File: src/rtl/srrip_pkg.sv
`default_nettype none
// ----------------------------------------------------------------------------
// srrip_pkg
// Shared types and constants of the SRRIP replacement-state block.
// ----------------------------------------------------------------------------
package srrip_pkg;

  localparam int RRPV_BITS = 2;
  localparam int NUM_WAYS  = 8;
  localparam int NUM_SETS  = 64;

  // Field widths of the transaction ports
  localparam int REQ_W = 2;
  localparam int SET_W = 6;
  localparam int WAY_W = 3;

  // Index widths into the storage
  localparam int WAY_AW = (NUM_WAYS > 1) ? $clog2(NUM_WAYS) : 1;
  localparam int SET_AW = (NUM_SETS > 1) ? $clog2(NUM_SETS) : 1;

  localparam logic [RRPV_BITS-1:0] RRPV_MAX = '1;

  // Register map: hit mode select (1 = hit clears the RRPV) at byte address 0
  localparam logic [2:0] ADDR_HIT_ZERO = 3'd0;

  typedef enum logic [REQ_W-1:0] {
    REQ_HIT   = 2'd0,
    REQ_FILL  = 2'd1,
    REQ_INVAL = 2'd2,
    REQ_QUERY = 2'd3
  } req_type_t;

  typedef enum logic {
    ST_IDLE,
    ST_UPDATE
  } state_t;

  // One set row: a valid bit and an RRPV per way
  typedef struct packed {
    logic [NUM_WAYS-1:0]                valid;
    logic [NUM_WAYS-1:0][RRPV_BITS-1:0] rrpv;
  } row_t;

  typedef struct packed {
    req_type_t         req_type;
    logic [SET_W-1:0]  set_index;
    logic [WAY_W-1:0]  way;
  } item_t;

  typedef struct packed {
    logic [WAY_W-1:0] victim_way;
    logic             victim_was_invalid;
  } result_t;

  typedef struct packed {
    logic              en;
    logic [SET_AW-1:0] addr;
    row_t              row;
  } mem_wr_t;

endpackage : srrip_pkg
`default_nettype wire

File: src/rtl/srrip_row_mem.sv
`default_nettype none
// ----------------------------------------------------------------------------
// srrip_row_mem
// Set-row memory, registered read; rows never written read as zero.
// ----------------------------------------------------------------------------
module srrip_row_mem
  import srrip_pkg::*;
(
  input  wire logic              clk,
  input  wire logic              rst_n,
  input  wire logic              rd_en,
  input  wire logic [SET_AW-1:0] rd_addr,
  output row_t                   rd_row,
  input  wire mem_wr_t           wr
);

  row_t                mem [NUM_SETS];
  logic [NUM_SETS-1:0] row_vld_r;
  row_t                rd_q_r;
  logic                rd_vld_r;

  always_ff @(posedge clk) begin
    if (wr.en) begin
      mem[wr.addr] <= wr.row;
    end
    if (rd_en) begin
      rd_q_r <= mem[rd_addr];
    end
  end

  // Per-row written flags stand in for clearing the array at reset
  always_ff @(posedge clk) begin
    if (!rst_n) begin
      row_vld_r <= '0;
      rd_vld_r  <= 1'b0;
    end else begin
      if (wr.en) begin
        row_vld_r[wr.addr] <= 1'b1;
      end
      if (rd_en) begin
        rd_vld_r <= row_vld_r[rd_addr];
      end
    end
  end

  assign rd_row = rd_vld_r ? rd_q_r : '0;

endmodule : srrip_row_mem
`default_nettype wire

File: src/rtl/srrip_update.sv
`default_nettype none
// ----------------------------------------------------------------------------
// srrip_update
// Row modify logic: hit/fill/invalidate update and victim search with ageing.
// ----------------------------------------------------------------------------
module srrip_update
  import srrip_pkg::*;
(
  input  wire item_t   item,
  input  wire logic    set_ok,
  input  wire logic    hit_zero,
  input  wire row_t    row_in,
  output row_t         row_out,
  output logic         wr_en,
  output result_t      res
);

  logic [WAY_AW-1:0]    wsel;
  logic                 way_ok;
  logic                 any_inv;
  logic [WAY_W-1:0]     inv_way;
  logic [WAY_W-1:0]     best_way;
  logic [RRPV_BITS-1:0] best_val;
  logic [RRPV_BITS-1:0] diff;
  logic [RRPV_BITS:0]   sum  [NUM_WAYS];
  logic [NUM_WAYS-1:0][RRPV_BITS-1:0] aged;

  assign wsel   = item.way[WAY_AW-1:0];
  assign way_ok = set_ok && ({1'b0, item.way} < (WAY_W+1)'(NUM_WAYS));

  // Lowest invalid way
  always_comb begin
    any_inv = 1'b0;
    inv_way = '0;
    for (int w = NUM_WAYS - 1; w >= 0; w--) begin
      if (!row_in.valid[w]) begin
        any_inv = 1'b1;
        inv_way = WAY_W'(w);
      end
    end
  end

  // Lowest way holding the largest RRPV
  always_comb begin
    best_val = row_in.rrpv[0];
    best_way = '0;
    for (int w = 1; w < NUM_WAYS; w++) begin
      if (row_in.rrpv[w] > best_val) begin
        best_val = row_in.rrpv[w];
        best_way = WAY_W'(w);
      end
    end
  end

  assign diff = RRPV_MAX - best_val;

  always_comb begin
    for (int w = 0; w < NUM_WAYS; w++) begin
      sum[w]  = {1'b0, row_in.rrpv[w]} + {1'b0, diff};
      aged[w] = (sum[w] > {1'b0, RRPV_MAX}) ? RRPV_MAX : sum[w][RRPV_BITS-1:0];
    end
  end

  always_comb begin
    row_out = row_in;
    wr_en   = 1'b0;
    res     = '0;
    unique case (item.req_type)
      REQ_HIT: begin
        if (way_ok) begin
          wr_en = 1'b1;
          if (hit_zero) begin
            row_out.rrpv[wsel] = '0;
          end else if (row_in.rrpv[wsel] != '0) begin
            row_out.rrpv[wsel] = row_in.rrpv[wsel] - 1'b1;
          end
        end
      end
      REQ_FILL: begin
        if (way_ok) begin
          wr_en               = 1'b1;
          row_out.rrpv[wsel]  = RRPV_MAX;
          row_out.valid[wsel] = 1'b1;
        end
      end
      REQ_INVAL: begin
        if (way_ok) begin
          wr_en               = 1'b1;
          row_out.valid[wsel] = 1'b0;
        end
      end
      REQ_QUERY: begin
        if (set_ok) begin
          if (any_inv) begin
            res.victim_way         = inv_way;
            res.victim_was_invalid = 1'b1;
          end else begin
            res.victim_way = best_way;
            wr_en          = 1'b1;
            row_out.rrpv   = aged;
          end
        end
      end
      default: begin
        wr_en = 1'b0;
      end
    endcase
  end

endmodule : srrip_update
`default_nettype wire

File: src/rtl/srrip_replacement_policy.sv
`default_nettype none
// ----------------------------------------------------------------------------
// srrip_replacement_policy
// SRRIP replacement state: per-set RRPVs and valid bits, victim selection.
// ----------------------------------------------------------------------------
// Result: loaded into the output register as UPDATE completes; UPDATE holds
//   while the previous result is not yet taken. A new transaction is taken
//   only after the read-modify-write (read, then write back) of one set row.
// Reset: synchronous active-low; all rows read as all-invalid with RRPV 0
//   right after reset (per-row written flags, no clearing pass);
//   hit_zero resets to 1.
// ----------------------------------------------------------------------------
module srrip_replacement_policy
  import srrip_pkg::*;
(
  input  wire logic             clk,
  input  wire logic             rst_n,
  // request channel
  input  wire logic             in_valid,
  output logic                  in_ready,
  input  wire logic [REQ_W-1:0] in_req_type,
  input  wire logic [SET_W-1:0] in_set_index,
  input  wire logic [WAY_W-1:0] in_way,
  // result channel
  output logic                  out_valid,
  input  wire logic             out_ready,
  output logic [WAY_W-1:0]      out_victim_way,
  output logic                  out_victim_was_invalid,
  // APB-style register port
  input  wire logic             psel,
  input  wire logic             penable,
  input  wire logic             pwrite,
  input  wire logic [2:0]       paddr,
  input  wire logic [31:0]      pwdata,
  output logic [31:0]           prdata,
  output logic                  pready
);

  state_t  state_r, state_nxt;
  item_t   item_r;
  logic    set_ok_r;
  logic    hit_zero_r;
  logic    out_valid_r, out_valid_nxt;
  result_t out_res_r;

  logic    accept;
  logic    load_out;
  logic    rd_en;
  row_t    rd_row;
  row_t    upd_row;
  logic    upd_wr;
  result_t upd_res;
  mem_wr_t mem_wr;

  // ---------------------------------------------------------------------------
  // Register port. pready is tied high; writes land in the access phase.
  // Register map: word index taken from paddr[2]
  // ---------------------------------------------------------------------------
  assign pready = 1'b1;

  always_ff @(posedge clk) begin
    if (!rst_n) begin
      hit_zero_r <= 1'b1;
    end else if (psel && penable && pwrite && (paddr[2] == ADDR_HIT_ZERO[2])) begin
      hit_zero_r <= pwdata[0];
    end
  end

  assign prdata = (paddr[2] == ADDR_HIT_ZERO[2]) ? {31'd0, hit_zero_r} : 32'd0;

  // ---------------------------------------------------------------------------
  // Sequencer. IDLE takes a transaction and issues the row read; UPDATE sees
  // the row, writes it back and loads the result register. UPDATE holds while
  // the result register is still occupied; the read data stays put since no
  // new read is issued.
  // ---------------------------------------------------------------------------
  always_ff @(posedge clk) begin
    if (!rst_n) begin
      state_r     <= ST_IDLE;
      out_valid_r <= 1'b0;
    end else begin
      state_r     <= state_nxt;
      out_valid_r <= out_valid_nxt;
    end
  end

  always_comb begin
    state_nxt = state_r;
    in_ready  = 1'b0;
    rd_en     = 1'b0;
    load_out  = 1'b0;
    unique case (state_r)
      ST_IDLE: begin
        in_ready = 1'b1;
        if (in_valid) begin
          rd_en     = 1'b1;
          state_nxt = ST_UPDATE;
        end
      end
      ST_UPDATE: begin
        if (!out_valid_r || out_ready) begin
          load_out  = 1'b1;
          state_nxt = ST_IDLE;
        end
      end
      default: begin
        state_nxt = ST_IDLE;
      end
    endcase
  end

  assign accept        = in_valid && in_ready;
  assign out_valid_nxt = load_out || (out_valid_r && !out_ready);

  // Captured request; sets beyond the array are flagged and ignored
  always_ff @(posedge clk) begin
    if (accept) begin
      item_r.req_type  <= req_type_t'(in_req_type);
      item_r.set_index <= in_set_index;
      item_r.way       <= in_way;
      set_ok_r         <= ({1'b0, in_set_index} < (SET_W+1)'(NUM_SETS));
    end
  end

  // ---------------------------------------------------------------------------
  // Row memory and modify logic
  // ---------------------------------------------------------------------------
  srrip_row_mem u_mem (
    .clk     (clk),
    .rst_n   (rst_n),
    .rd_en   (rd_en),
    .rd_addr (in_set_index[SET_AW-1:0]),
    .rd_row  (rd_row),
    .wr      (mem_wr)
  );

  srrip_update u_upd (
    .item     (item_r),
    .set_ok   (set_ok_r),
    .hit_zero (hit_zero_r),
    .row_in   (rd_row),
    .row_out  (upd_row),
    .wr_en    (upd_wr),
    .res      (upd_res)
  );

  // Write-back only on the cycle that leaves UPDATE, so a read of the same
  // row by the next transaction always sees the new contents.
  assign mem_wr.en   = load_out && upd_wr;
  assign mem_wr.addr = item_r.set_index[SET_AW-1:0];
  assign mem_wr.row  = upd_row;

  // Output register
  always_ff @(posedge clk) begin
    if (load_out) begin
      out_res_r <= upd_res;
    end
  end

  assign out_valid              = out_valid_r;
  assign out_victim_way         = out_res_r.victim_way;
  assign out_victim_was_invalid = out_res_r.victim_was_invalid;

  // ---------------------------------------------------------------------------
  // Assertions
  // ---------------------------------------------------------------------------
  a_accept_to_update: assert property (@(posedge clk) disable iff (!rst_n)
    accept |=> (state_r == ST_UPDATE))
    else $error("accepted transaction did not move to UPDATE");

  a_no_rw_overlap: assert property (@(posedge clk) disable iff (!rst_n)
    !(rd_en && mem_wr.en))
    else $error("row read and write-back in the same cycle");

  a_result_follows: assert property (@(posedge clk) disable iff (!rst_n)
    load_out |=> (out_valid && (state_r == ST_IDLE)))
    else $error("finished update did not present a result");

  a_invalid_victim_range: assert property (@(posedge clk) disable iff (!rst_n)
    (out_valid && out_victim_was_invalid) |->
      ({1'b0, out_victim_way} < (WAY_W+1)'(NUM_WAYS)))
    else $error("invalid-way victim outside the set");

endmodule : srrip_replacement_policy
`default_nettype wire

File: config.mk
export PLATFORM = sky130hd
export DESIGN_NAME = srrip_replacement_policy
export DESIGN_NICKNAME = d
export VERILOG_FILES = /design/src/rtl/srrip_pkg.sv /design/src/rtl/srrip_row_mem.sv /design/src/rtl/srrip_update.sv /design/src/rtl/srrip_replacement_policy.sv
export SDC_FILE = /design/constraint.sdc
export NUM_CORES = 2
export LEC_CHECK = 0
export ABC_AREA = 0
export BUFFER_PORTS_ARGS = -buffer_cell sky130_fd_sc_hd__buf_2
export CORE_MARGIN = 2
export CORE_UTILIZATION = 29
export CTS_BUF_LIST = sky130_fd_sc_hd__clkbuf_4 sky130_fd_sc_hd__clkbuf_8 sky130_fd_sc_hd__clkbuf_16
export CTS_CLUSTER_DIAMETER = 100
export CTS_CLUSTER_SIZE = 25
export DETAILED_ROUTE_END_ITERATION = 10
export PLACE_DENSITY_LB_ADDON = 0.2
export SLEW_MARGIN = 20
export SYNTH_ARGS = -nofsm -noshare
export SYNTH_HDL_FRONTEND = slang
export SYNTH_HIERARCHICAL = 1
export SYNTH_SLANG_ARGS = --single-unit
export TNS_END_PERCENT = 30
File: constraint.sdc
create_clock -name clk -period 11.43 [get_ports clk]
set_input_delay 2.286 -clock clk [delete_from_list [all_inputs] [get_ports clk]]
set_output_delay 2.286 -clock clk [all_outputs]
set_load 0.02 [all_outputs]
==> impl.org <==
** Timing
- Slew at the pin closest to its max-slew limit :: 1.088 ns
- The number of endpoints with negative hold slack in the final report is 0.
- Headroom to the max-slew limit came out at about 27%.
- The routed design could run at a clock period as short as roughly 10 ns.
- Setup violations remaining at the end of the flow were counted as 0.
- Max Clk Rate :: between 100 and 150 MHz
- Number of slew-limit violations in the final report :: 0
- Share of the clock period used by the worst path :: 87.29%
- Worst setup margin :: between 1 and 1.5 ns
- In the final timing run, aggregate negative setup slack is 0 ns.
- The clock arrives with 0.03465 ns of skew.
- Setup repair after global routing left no endpoint under its margin.

** Clocking
- The number of clock buffers added by TritonCTS is between 70 and 80.
- After clock tree synthesis, the clock-pin slew on the worst setup and hold paths is 0.10 ns.
- CTS hold repair buffers :: 0
- Count of buffers added by post-CTS timing repair for setup :: 0
- Sinks on Clock Net :: 1643
- TritonCTS built the clock tree.
- CTS built an H-tree with a depth of 3.
- Maximum buffer depth of the clock tree :: 3
- Resized cells post-CTS :: 0
- Clock root buffer :: clkbuf_16
- Clk_lat worst skew :: just over 0.7 ns

** Die
- Full die area :: 228100 sq um
- Die W :: 477.6 um
- Core footprint :: ~220000 sq um
- Number of primary I/O pins :: 92
- Effective utilization at floorplan :: between 20% and 30%
- Standard-cell row count :: about 170
- The floorplan step set the die height to 477.6 um.

** GRT
- Largest net degree at the start of global routing :: around 140
- In the global route stage, overall resource usage came out at roughly 16%.
- Vias in the first global route :: just over 30000
- Number of antenna violations at the first check in global routing :: 16
- The first global-routing pass estimated around 250000 um of wire.
- Total overflow reported by the global router :: 0

** Cells and area
- The finished layout holds ~6100 standard cells, fillers aside.
- With fillers left out, the area of the finished cells amounts to between 70000 and 80000 sq um.
- Compared with the post-synthesis result, the final layout area differs by 10.82%.
- Once layout is complete, the utilization of the core stands at around a third.
- Layout net count :: 3129
- Cells with a size suffix above 1 make up between 20 and 30% of the layout.

** Setup path
- Worst path arrival time :: around 11 ns
- CP dominant cell by count :: ha_1
- The worst setup path is captured at a register.
- Along the worst path, the maximum fanout reaches 35.
- The critical path is of the reg2reg type.
- STA classifies the critical path startpoint as a register.
- On the critical path, the stage with the largest delay is an instance of o21ai_4.
- Largest stage delay, worst path :: 0.81 ns
- Required time worst endpoint :: around 12 ns

** Hold path
- In this run the worst hold path is classified as reg2reg.

** Synthesis
- Xor/xnor share of the synthesized area :: 0%
- In this run the biggest area consumer among cell types represents 72.72% of the synthesized area.
- Averaged over all synthesized cells, the footprint is around 22 sq um.
- Number of synthesis warnings :: 6
- Proportion of synthesized chip area in sequential cells :: between 70% and 80%
- The synthesized design spends more area on one cell type than any other, namely edfxtp_1.
- Async set-reset flop share out of synthesis :: 0%
- Combinational family with the most area after synthesis :: multiplexers
- Cell area after synthesis :: approximately 65000 sq um
- Among all flip-flop cells after synthesis, the most frequent one is edfxtp_1.
- Number of enable-type register cells in the synthesized netlist :: approximately 1600
- After synthesis the netlist holds a flip-flop and latch count of about 1600.
- After synthesis, the netlist uses 63 different library cells.
- Fraction of synthesized area in multiplexers :: between 15 and 20%
- The synthesized netlist devotes less than 1% of its cell area to adder and majority cells.
- Summing the areas of all compound-gate instances in the mapped netlist gives under 10% of the synthesized area.
- Cell count after synthesis :: just under 3000
- Simple-Gate Fraction of Synth Area :: under 10%
- Sorting the synthesized cells by area gives the leading types as edfxtp_1, mux4_2, dfxtp_1.

** Place
- Weighted congestion at the end of routability-driven global placement :: between 0.8 and 0.9
- Placed insts :: 5928
- Port buffering added 26 buffers.
- Pre-CTS setup slack :: 1.621 ns
- Dpl cell area :: between 60000 and 70000 sq um
- Once detailed placement completed, the half-perimeter wirelength came to approximately 97000 um.

** Power
- Power Dens Cells :: about 150 nW/um^2
- In this run the static leakage power is roughly 22 nW.
- VDD sags by at most roughly 0.12 mV.

** Status
- Run status :: finished clean

** Detailed routing
- Routed via count divided by cell count :: 5.006
- Number of design rule violations left after detail routing :: 0
- Antenna Violating Nets Remaining :: 0
- The first detailed-routing pass took 7 iterations.
- Vias :: around 30000
- Detailed Route Iter0 Violations :: ~3200
- Wires add up to between 150000 and 200000 um.
- Dividing the detail-routed wire length by the instance count gives around 30 um.

** Run
- The tool flagged a number of max-cap violations equal to 0.
## placed cells by master, fill, tap and decap left out, types with 9 or more instances in the layout
cell type | Yosys | layout
o21ai_0 | 50 | 50
nor2_1 | 84 | 24
a21boi_0 | 11 | 11
nand2_1 | 58 | 58
buf_2 | 57 | 21
mux4_2 | 503 | 503
a22oi_1 | 10 | 10
nand2b_1 | 18 | 18
o21a_1 | 69 | 69
inv_1 | 41 | 41
a21oi_1 | 29 | 21
mux2i_1 | 22 | 22
ha_1 | 36 | 36
nand3_1 | 25 | 24
o21ai_1 | 17 | 9
a21o_1 | 13 | 9
edfxtp_1 | 1575 | 1575
conb_1 | 2 | 33
mux2_2 | 20 | 20
and2_1 | 29 | 29
dfxtp_1 | 68 | 68
clkbuf_4 | 0 | 32
buf_4 | 38 | 110
clkbuf_16 | 0 | 79
nor2b_1 | 19 | 19
nor2_4 | 0 | 60
## power breakdown
group	total (mW)	internal, mW	leakage (nW)	switching (mW)
Combinational	0.816	0.306	5.71	0.510
Sequential	6.60	6.59	15.1	0.0136
Clock	3.27	1.38	1.15	1.89
## critical path: cells and delay by family, from the launching register on
kind	cells	cell delay (ns)
simple gates	14	1.82
buf+inv	5	0.62
mux	1	0.41
fa+ha+maj	9	2.34
compound gates	14	4.06
flops	1	0.53
## metrics by stage
stage,power (mW),hold WS [ns]
global route,11.06,0.4832
CTS,10.81,0.4745
detailed placement,7.565,0.4474
global placement,7.561,0.4418
finish,10.69,0.4746
floorplan,7.272,0.4352
## path summary, 6_finish.rpt
check,from,to,slack (ns),cells past startpoint
setup / recovery,u_mem/rd_vld_r,u_mem/mem[63][6],1.45,43
setup reg to reg,u_mem/rd_vld_r,u_mem/mem[63][6],1.45,43
hold / removal,u_mem/row_vld_r[62],u_mem/row_vld_r[62],0.47,1
hold reg to reg,u_mem/row_vld_r[62],u_mem/row_vld_r[62],0.47,1
## kinds of logic after synthesis
kind of cell | count (synthesis)
adders and majority gates | 43
DFF | 1643
and+or+nand+nor | 267
other | 2
buffers and inverters | 231
muxes | 545
AOI/OAI and AO/OA | 240
## layout make-up
type                            count  area (sq um)
Sequential cell                  1643         48660
Inverter                           42         157.7
Antenna cell                        5         12.51
Multi-Input combinational cell   1128         16110
Clock inverter                      7         77.57
Timing Repair Buffer              141          1115
Clock buffer                      111          2217
Fill cell                       21140        150400
Tap cell                         2975          3722
## registers in the layout (all words and copies together), names as in the netlist
name and count:
item_r 11, out_victim_way 3, out_valid 1, hit_zero_r 1
u_mem/rd_q_r 24, u_mem/row_vld_r 64, u_mem/mem 1536, u_mem/rd_vld_r 1
state_r 1, out_victim_was_invalid 1
## cell usage after synthesis (5+ instances only)
cell type,count
a21boi_0,11
a21o_1,13
a21oi_1,29
a221oi_1,5
a22oi_1,10
and2_1,29
buf_1,12
buf_2,57
buf_4,38
clkbuf_1,79
dfxtp_1,68
edfxtp_1,1575
fa_1,7
ha_1,36
inv_1,41
mux2_2,20
mux2i_1,22
mux4_2,503
nand2_1,58
nand2b_1,18
nand3_1,25
nand4_1,5
nor2_1,84
nor2b_1,19
nor3_1,7
o21a_1,69
o21ai_0,50
o21ai_1,17
## routing by layer
layer / GRT usage [%] / wire length (um) / part of all wire, % / up-vias
li1: - / - / - / 12400
met1: 22.49 / 82180 / 46 / 16990
met2: 25.19 / 86130 / 48 / 752
met3: 2.391 / 8760 / 4.9 / 155
met4: 3.002 / 3449 / 1.9 / 0
met5: 0 / 0 / 0 / -
Power figures use the tool's default switching activity.
